===== src/sv/ttdm_pkg.sv =====
// shared types and constants for the tick timer with deadline compare
// used by ttdm_ctrl, ttdm_dp and tick_timer_delay_and_ms; no dependencies
package ttdm_pkg;

    // widths of the words and registers
    localparam int CNT_W    = 64;
    localparam int WORD_W   = 32;
    localparam int RATE_W   = 10;
    localparam int PROD_W   = WORD_W + RATE_W;
    localparam int DIVR_W   = 20;
    localparam int STEP_W   = 6;
    localparam int PADDR_W  = 3;
    localparam int PDATA_W  = 32;

    // constants of the conversion
    localparam logic [RATE_W-1:0] RATE_RESET = RATE_W'(100);
    localparam logic [DIVR_W-1:0] MS_PER_US  = DIVR_W'(1000);
    localparam logic [WORD_W-1:0] SAT_TICKS  = {WORD_W{1'b1}};
    localparam logic [STEP_W-1:0] DIV_LAST   = {STEP_W{1'b1}};

    // register word index
    localparam logic REG_TPU = 1'b0;

    // request codes
    typedef enum logic [1:0] {
        REQ_TICK  = 2'd0,
        REQ_DELAY = 2'd1,
        REQ_READ  = 2'd2,
        REQ_NOP   = 2'd3
    } req_t;

    // controller states
    typedef enum logic [2:0] {
        ST_IDLE,
        ST_MUL,
        ST_ARM,
        ST_DIV,
        ST_FIN
    } state_t;

    // commands from controller to datapath
    typedef struct packed {
        logic load;
        logic mul;
        logic arm;
        logic div_step;
        logic finish;
    } cmd_t;

endpackage


===== src/sv/ttdm_dp.sv =====
// datapath: tick counter, deadline, saturating multiplier and restoring divider
// depends on ttdm_pkg; driven by commands from ttdm_ctrl
module ttdm_dp (
    input  logic                            clk,
    input  logic                            rst_n,
    input  ttdm_pkg::cmd_t                  cmd,
    input  logic [ttdm_pkg::RATE_W-1:0]     rate,
    input  logic [1:0]                      req_type,
    input  logic [ttdm_pkg::WORD_W-1:0]     delay_usec,
    input  logic [ttdm_pkg::WORD_W-1:0]     base_ms,
    output logic [ttdm_pkg::WORD_W-1:0]     elapsed_ms,
    output logic                            delay_done,
    output logic                            delay_overflow
);

    logic [ttdm_pkg::CNT_W-1:0]   count_reg;
    logic [ttdm_pkg::CNT_W-1:0]   count_next;
    logic [ttdm_pkg::CNT_W-1:0]   deadline_reg;
    logic [ttdm_pkg::CNT_W-1:0]   deadline_next;
    ttdm_pkg::req_t               req_reg;
    logic [ttdm_pkg::WORD_W-1:0]  usec_reg;
    logic [ttdm_pkg::WORD_W-1:0]  base_reg;
    logic [ttdm_pkg::RATE_W-1:0]  rate_eff;
    logic [ttdm_pkg::DIVR_W-1:0]  divisor_reg;
    logic [ttdm_pkg::PROD_W-1:0]  prod_reg;
    logic                         ovf_reg;
    logic                         ovf_next;
    logic [ttdm_pkg::WORD_W-1:0]  ticks;
    logic [ttdm_pkg::DIVR_W-1:0]  rem_reg;
    logic [ttdm_pkg::CNT_W-1:0]   quo_reg;
    logic [ttdm_pkg::DIVR_W:0]    trial;
    logic [ttdm_pkg::DIVR_W:0]    trial_diff;
    logic                         trial_ge;
    logic [ttdm_pkg::WORD_W-1:0]  elapsed_reg;
    logic                         done_reg;
    logic                         ovf_out_reg;

    // a rate of zero counts as one
    assign rate_eff = (rate == '0) ? ttdm_pkg::RATE_W'(1) : rate;

    // saturated tick count from the registered product
    assign ovf_next = |prod_reg[ttdm_pkg::PROD_W-1:ttdm_pkg::WORD_W];
    assign ticks    = ovf_next ? ttdm_pkg::SAT_TICKS : prod_reg[ttdm_pkg::WORD_W-1:0];

    // counter and deadline updates
    always_comb
    begin
        count_next    = count_reg;
        deadline_next = deadline_reg;
        if (cmd.load && (ttdm_pkg::req_t'(req_type) == ttdm_pkg::REQ_TICK))
        begin
            count_next = count_reg + ttdm_pkg::CNT_W'(1);
        end
        if (cmd.arm)
        begin
            deadline_next = count_reg + {{(ttdm_pkg::CNT_W-ttdm_pkg::WORD_W){1'b0}}, ticks};
        end
    end

    // one restoring division step per cycle
    assign trial      = {rem_reg, quo_reg[ttdm_pkg::CNT_W-1]};
    assign trial_diff = trial - {1'b0, divisor_reg};
    assign trial_ge   = (trial >= {1'b0, divisor_reg});

    // timer state
    always_ff @(posedge clk or negedge rst_n)
    begin
        if (!rst_n)
        begin
            count_reg    <= '0;
            deadline_reg <= '0;
        end
        else
        begin
            count_reg    <= count_next;
            deadline_reg <= deadline_next;
        end
    end

    // working and result words
    always_ff @(posedge clk)
    begin
        if (cmd.load)
        begin
            req_reg     <= ttdm_pkg::req_t'(req_type);
            usec_reg    <= delay_usec;
            base_reg    <= base_ms;
            divisor_reg <= ttdm_pkg::DIVR_W'(rate_eff) * ttdm_pkg::MS_PER_US;
            quo_reg     <= count_reg;
            rem_reg     <= '0;
        end
        else if (cmd.div_step)
        begin
            rem_reg <= trial_ge ? trial_diff[ttdm_pkg::DIVR_W-1:0]
                                : trial[ttdm_pkg::DIVR_W-1:0];
            quo_reg <= {quo_reg[ttdm_pkg::CNT_W-2:0], trial_ge};
        end
        if (cmd.mul)
        begin
            prod_reg <= ttdm_pkg::PROD_W'(usec_reg) * ttdm_pkg::PROD_W'(rate_eff);
        end
        if (cmd.arm)
        begin
            ovf_reg <= ovf_next;
        end
        if (cmd.finish)
        begin
            elapsed_reg <= (req_reg == ttdm_pkg::REQ_READ)
                         ? quo_reg[ttdm_pkg::WORD_W-1:0] - base_reg : '0;
            done_reg    <= (count_reg >= deadline_reg);
            ovf_out_reg <= (req_reg == ttdm_pkg::REQ_DELAY) ? ovf_reg : 1'b0;
        end
    end

    assign elapsed_ms     = elapsed_reg;
    assign delay_done     = done_reg;
    assign delay_overflow = ovf_out_reg;

endmodule


===== src/sv/ttdm_ctrl.sv =====
// controller: request sequencing, divider step count and output word handshake
// depends on ttdm_pkg; commands ttdm_dp
module ttdm_ctrl (
    input  logic            clk,
    input  logic            rst_n,
    input  logic            in_valid,
    output logic            in_ready,
    input  logic [1:0]      req_type,
    output logic            out_valid,
    input  logic            out_ready,
    output ttdm_pkg::cmd_t  cmd
);

    ttdm_pkg::state_t               state_reg;
    ttdm_pkg::state_t               state_next;
    logic [ttdm_pkg::STEP_W-1:0]    step_reg;
    logic [ttdm_pkg::STEP_W-1:0]    step_next;
    logic                           out_valid_reg;
    logic                           out_valid_next;

    // next state and commands
    always_comb
    begin
        state_next = state_reg;
        in_ready   = 1'b0;
        cmd        = '0;
        case (state_reg)
            ttdm_pkg::ST_IDLE:
            begin
                in_ready = 1'b1;
                if (in_valid)
                begin
                    cmd.load = 1'b1;
                    case (ttdm_pkg::req_t'(req_type))
                        ttdm_pkg::REQ_DELAY: state_next = ttdm_pkg::ST_MUL;
                        ttdm_pkg::REQ_READ:  state_next = ttdm_pkg::ST_DIV;
                        default:             state_next = ttdm_pkg::ST_FIN;
                    endcase
                end
            end
            ttdm_pkg::ST_MUL:
            begin
                cmd.mul    = 1'b1;
                state_next = ttdm_pkg::ST_ARM;
            end
            ttdm_pkg::ST_ARM:
            begin
                cmd.arm    = 1'b1;
                state_next = ttdm_pkg::ST_FIN;
            end
            ttdm_pkg::ST_DIV:
            begin
                cmd.div_step = 1'b1;
                if (step_reg == ttdm_pkg::DIV_LAST)
                begin
                    state_next = ttdm_pkg::ST_FIN;
                end
            end
            ttdm_pkg::ST_FIN:
            begin
                if (!out_valid_reg || out_ready)
                begin
                    cmd.finish = 1'b1;
                    state_next = ttdm_pkg::ST_IDLE;
                end
            end
            default:
            begin
                state_next = ttdm_pkg::ST_IDLE;
            end
        endcase
    end

    // divider step count and output word flag
    always_comb
    begin
        step_next = step_reg;
        if (cmd.load)
        begin
            step_next = '0;
        end
        else if (cmd.div_step)
        begin
            step_next = step_reg + ttdm_pkg::STEP_W'(1);
        end
        if (cmd.finish)
        begin
            out_valid_next = 1'b1;
        end
        else if (out_ready)
        begin
            out_valid_next = 1'b0;
        end
        else
        begin
            out_valid_next = out_valid_reg;
        end
    end

    // state register
    always_ff @(posedge clk or negedge rst_n)
    begin
        if (!rst_n)
        begin
            state_reg     <= ttdm_pkg::ST_IDLE;
            step_reg      <= '0;
            out_valid_reg <= 1'b0;
        end
        else
        begin
            state_reg     <= state_next;
            step_reg      <= step_next;
            out_valid_reg <= out_valid_next;
        end
    end

    assign out_valid = out_valid_reg;

`ifndef SYNTHESIS
    // an accepted word always leaves idle
    assert property (@(posedge clk) disable iff (!rst_n)
        (in_valid && in_ready) |=> (state_reg != ttdm_pkg::ST_IDLE))
        else $error("accepted word did not leave idle");

    // a finished word is shown on the output next cycle
    assert property (@(posedge clk) disable iff (!rst_n)
        cmd.finish |=> out_valid_reg)
        else $error("finished word not presented");

    // the last divider step hands over to the result stage
    assert property (@(posedge clk) disable iff (!rst_n)
        ((state_reg == ttdm_pkg::ST_DIV) && (step_reg == ttdm_pkg::DIV_LAST))
        |=> (state_reg == ttdm_pkg::ST_FIN))
        else $error("divider overran its step count");

    // a read starts the divider from step zero
    assert property (@(posedge clk) disable iff (!rst_n)
        (in_valid && in_ready && (ttdm_pkg::req_t'(req_type) == ttdm_pkg::REQ_READ))
        |=> ((state_reg == ttdm_pkg::ST_DIV) && (step_reg == '0)))
        else $error("read did not start divider cleanly");

    // a pending word is never overwritten
    assert property (@(posedge clk) disable iff (!rst_n)
        (out_valid_reg && !out_ready) |-> !cmd.finish)
        else $error("output word overwritten while stalled");
`endif

endmodule


===== src/sv/tick_timer_delay_and_ms.sv =====
// A tick or unused code goes from acceptance to the FIN state, which waits for a free
// output register; a start delay passes the multiply and arm states first, and a
// millisecond read the divider. A new word is taken once the previous one has reached
// the output register. A read runs the 64-step restoring divider, one quotient bit per cycle.
// Reset clears the counter, the deadline and all handshake state and loads the
// ticks-per-microsecond register with 100; no clearing pass is needed.
module tick_timer_delay_and_ms (
    input  logic                            clk,
    input  logic                            rst_n,
    input  logic                            psel,
    input  logic                            penable,
    input  logic                            pwrite,
    input  logic [ttdm_pkg::PADDR_W-1:0]    paddr,
    input  logic [ttdm_pkg::PDATA_W-1:0]    pwdata,
    output logic [ttdm_pkg::PDATA_W-1:0]    prdata,
    output logic                            pready,
    input  logic                            in_valid,
    output logic                            in_ready,
    input  logic [1:0]                      req_type,
    input  logic [ttdm_pkg::WORD_W-1:0]     delay_usec,
    input  logic [ttdm_pkg::WORD_W-1:0]     base_ms,
    output logic                            out_valid,
    input  logic                            out_ready,
    output logic [ttdm_pkg::WORD_W-1:0]     elapsed_ms,
    output logic                            delay_done,
    output logic                            delay_overflow
);

    logic [ttdm_pkg::RATE_W-1:0]  rate_reg;
    logic [ttdm_pkg::RATE_W-1:0]  rate_next;
    logic                         reg_sel;
    ttdm_pkg::cmd_t               cmd;

    // register word decode
    assign reg_sel = (paddr[2] == ttdm_pkg::REG_TPU);
    assign pready  = 1'b1;
    assign prdata  = reg_sel
                   ? {{(ttdm_pkg::PDATA_W-ttdm_pkg::RATE_W){1'b0}}, rate_reg} : '0;

    // rate register write
    always_comb
    begin
        rate_next = rate_reg;
        if (psel && penable && pwrite && reg_sel)
        begin
            rate_next = pwdata[ttdm_pkg::RATE_W-1:0];
        end
    end

    always_ff @(posedge clk or negedge rst_n)
    begin
        if (!rst_n)
        begin
            rate_reg <= ttdm_pkg::RATE_RESET;
        end
        else
        begin
            rate_reg <= rate_next;
        end
    end

    // controller
    ttdm_ctrl u_ctrl (
        .clk       (clk),
        .rst_n     (rst_n),
        .in_valid  (in_valid),
        .in_ready  (in_ready),
        .req_type  (req_type),
        .out_valid (out_valid),
        .out_ready (out_ready),
        .cmd       (cmd)
    );

    // datapath
    ttdm_dp u_dp (
        .clk            (clk),
        .rst_n          (rst_n),
        .cmd            (cmd),
        .rate           (rate_reg),
        .req_type       (req_type),
        .delay_usec     (delay_usec),
        .base_ms        (base_ms),
        .elapsed_ms     (elapsed_ms),
        .delay_done     (delay_done),
        .delay_overflow (delay_overflow)
    );

endmodule


===== config.mk =====
export PLATFORM = sky130hd
export DESIGN_NAME = tick_timer_delay_and_ms
export DESIGN_NICKNAME = d
export VERILOG_FILES = /design/src/sv/ttdm_pkg.sv /design/src/sv/ttdm_dp.sv /design/src/sv/ttdm_ctrl.sv /design/src/sv/tick_timer_delay_and_ms.sv
export SDC_FILE = /design/constraint.sdc
export NUM_CORES = 2
export LEC_CHECK = 0
export BUFFER_PORTS_ARGS = -buffer_cell sky130_fd_sc_hd__buf_4
export CELL_PAD_IN_SITES_DETAIL_PLACEMENT = 0
export CELL_PAD_IN_SITES_GLOBAL_PLACEMENT = 1
export CORE_ASPECT_RATIO = 0.9
export CORE_MARGIN = 2
export CORE_UTILIZATION = 30
export DETAILED_ROUTE_END_ITERATION = 12
export PLACE_DENSITY_LB_ADDON = 0.1
export SLEW_MARGIN = 0
export SYNTH_ARGS = -nofsm -noshare
export SYNTH_HDL_FRONTEND = slang
export SYNTH_SLANG_ARGS = --single-unit

===== constraint.sdc =====
create_clock -name clk -period 12.23 [get_ports clk]
set_input_delay 1.8345 -clock clk [delete_from_list [all_inputs] [get_ports clk]]
set_output_delay 1.8345 -clock clk [all_outputs]
set_load 0.02 [all_outputs]

==> qor.txt <==
Die area -> 0.1131 mm^2
H-tree depth -> 2
Mean Syn Cell Area -> 9.705 um^2
Die height -> 319.2 um
Slew HR -> 0.2641
Layout cells sized above 1 -> 0.1085
Asr flop ratio synth -> 0.3776
Final hold vios -> 0
Worst hold start -> u_dp.rem_reg[0]$_SDFFE_PP0N_
DIE WIDTH -> 354.2 um
GRT Util Overall -> 0.1575
Cells after synthesis -> 3412
CTS tree -> yes
Antenna diodes -> 0
Top Layer Used -> met4
Vias in the first global route -> 24810
Fmax achieved -> 114.3 MHz
Setup ws final -> 3.483 ns
Post-route minimum period -> 8.747 ns
RSZ-0062 raised after global routing -> false
DR pass1 iterations -> 5
Global-route wire length before repair -> 141900 um
DR WL/cell -> 17.80 um
Met2 wire len -> 37680 um
Gpl congestion -> 0.8729
Final Max Tran Viols -> 0
Core area -> 0.1094 mm^2
Critical path fanouts, max -> 23
Worst-path clk slew -> 0.06 ns
Worst-margin pin slew -> 1.094 ns
Root Driver -> clkbuf_16
Crit. End Element -> register
Initial antenna violation count -> 0
Clock latency on the worst-skew pair -> 0.65 ns
Crit path from -> rate_reg[4]$_DFFE_PN0P_
Post-Syn Area -> 0.03311 mm^2
Arr. time, crit path -> 9.10 ns
Syn. warnings -> 0
Startpoint types -> register
Starting Density -> 0.3028
Critical Path RT -> 12.58 ns
Worst slack, placed -> 3.506 ns
Final WL -> 88540 um
Post-cts resize count -> 0
PortBufs -> 129
Outcome -> finished, final reports clean
Largest net degree at the start of global routing -> 105
Register area share after synthesis -> 0.3272
CTS buffer count -> 51
Total number of vias -> 23820
Ports -> 177
Reg-to-reg startpoint -> rate_reg[4]$_DFFE_PN0P_
Post-CTS Setup Bufs -> 0
Nets -> 4115
Post-Layout Cell Count -> 4973
R2R Setup Slk -> 3.48 ns
Period utilisation layout -> 0.7152
Hold Buf Count CTS -> 0
Dpl hpwl -> 66400 um
Hold Path Stages -> 2
Met3 routed WL -> 3746 um
Area delta synth->final -> 12.39%
WS Path Type -> register to register
WL met1 -> 45400 um
Max Root-Sink Buffers -> 3
Setup violations, final -> 0
#FFs+latches synth -> 392
Vias per cell -> 4.789
Placed cell count -> 4877
Yosys cell types -> 87
Row count -> 115
DRC -> 0
Ys flop type -> edfxtp_1
Layout Skew -> 0.03530 ns
Worst reg2reg path depth -> 25
Clock Sinks -> 392
Setup TNS -> 0 ns
Post-synth EDFFs -> 224
Max cap viols -> 0
Grt ovf -> 0
Fin util -> 0.3403
Detailed Route Iter0 Violations -> 1179
Worst hold path class -> register to register
Antenna Violating Nets Remaining -> 0
synth_stat cells (37+ instances only):
library cell / count / area (um^2)
and2_1: 49 / 306.5
mux2_2: 78 / 878.3
a21oi_1: 152 / 760.7
nor3_1: 39 / 195.2
nand3_1: 70 / 350.3
xor2_1: 76 / 665.6
o21ai_0: 133 / 665.6
nor2_1: 176 / 660.6
or2_2: 40 / 250.2
xnor2_1: 117 / 1025
nand4_1: 48 / 300.3
buf_1: 37 / 138.9
dfrtp_1: 145 / 3628
inv_1: 455 / 1708
fa_1: 269 / 5385
ha_1: 270 / 3378
clkbuf_1: 104 / 390.4
and3_1: 118 / 738.2
nand2_1: 394 / 1479
a21o_1: 55 / 412.9
edfxtp_1: 224 / 6726
logic make-up (layout without fill, tap and decap cells):
| logic type | Yosys count | count (layout) | share of synthesized area |
|---|---|---|---|
| simple gates | 1040 | 1040 | 0.1525 |
| buf+inv | 630 | 708 | 0.07444 |
| fa+ha+maj | 539 | 539 | 0.2647 |
| compound gates | 527 | 527 | 0.1001 |
| flops | 392 | 392 | 0.3272 |
| xor+xnor | 193 | 193 | 0.05105 |
| mux | 89 | 89 | 0.02985 |
| other cells | 2 | 23 | 0.0002268 |
path summary, 6_finish.rpt:
kind,endpoint
min in group asynchronous,rate_reg[7]$_DFFE_PN0P_
max reg2reg,u_dp.prod_reg[35]$_DFFE_PP_
max,u_dp.prod_reg[35]$_DFFE_PP_
min reg2reg,u_dp.rem_reg[1]$_SDFFE_PP0N_
min,u_dp.rem_reg[1]$_SDFFE_PP0N_
max in group asynchronous,u_ctrl.step_reg[2]$_DFFE_PN0P_
metal layers:
metal / vias to the layer above / GRT usage
met5: - / 0
met4: 0 / 0.03766
met1: 11680 / 0.2351
met3: 94 / 0.02243
met2: 483 / 0.2385
li1: 11560 / -
critical path: stages (launching register included):
cell      delay, ns
dfrtp_1        0.72
inv_1          0.34
ha_1           0.20
nand2_1        0.06
nor4_1         0.89
nor2_2         0.37
buf_4          0.37
nand2_1        0.14
fa_1           0.43
inv_1          0.09
fa_1           0.43
fa_1           0.47
fa_1           0.54
inv_1          0.05
fa_1           0.55
inv_1          0.05
ha_1           0.38
nand2_1        0.10
o32ai_1        0.45
a41oi_1        0.16
and2_1         0.24
o31ai_1        0.51
a221oi_2       0.23
o21bai_1       0.33
a31oi_1        0.15
xnor2_1        0.18
cells in the final DEF (no fill, tap or decap), types with 18 or more instances in the layout:
cell type and n:
edfxtp_1 224, dfrtp_1 144, buf_4 153, clkbuf_16 52
inv_1 454, nand2_1 393, xor2_1 76, a31oi_1 24
o21a_1 23, or3_1 18, nor2_1 174, a21oi_1 152
mux2_2 78, a21o_1 55, and3_1 117, a211oi_1 23
fa_1 269, or2_2 40, conb_1 23, nand4_1 48
xnor2_1 117, nor3_1 39, o21ai_0 133, dfxtp_1 20
and2_1 49, nand3_1 70, ha_1 270
layout make-up:
| type | count | area, um^2 |
|---|---|---|
| fill | 11300 | 72140 |
| multi-input combinational | 2411 | 19910 |
| inverter | 457 | 1715 |
| sequential | 392 | 10840 |
| clock buffer | 71 | 1413 |
| timing repair buffer | 155 | 1180 |
| clock inverter | 25 | 332.8 |
| tap | 1462 | 1829 |
through the flow:
step / hold slack [ns] / area (um^2)
after floorplan: 0.4399 / 33190
after global placement: 0.4594 / 35470
after detailed placement: 0.4633 / 35470
after CTS: 0.4757 / 37220
after global routing: 0.4907 / 37220
final: 0.4679 / 37220
Power is left out: the tool's default activity adds up to more than one toggle a clock period on the data nets, which glitch-free logic cannot reach.
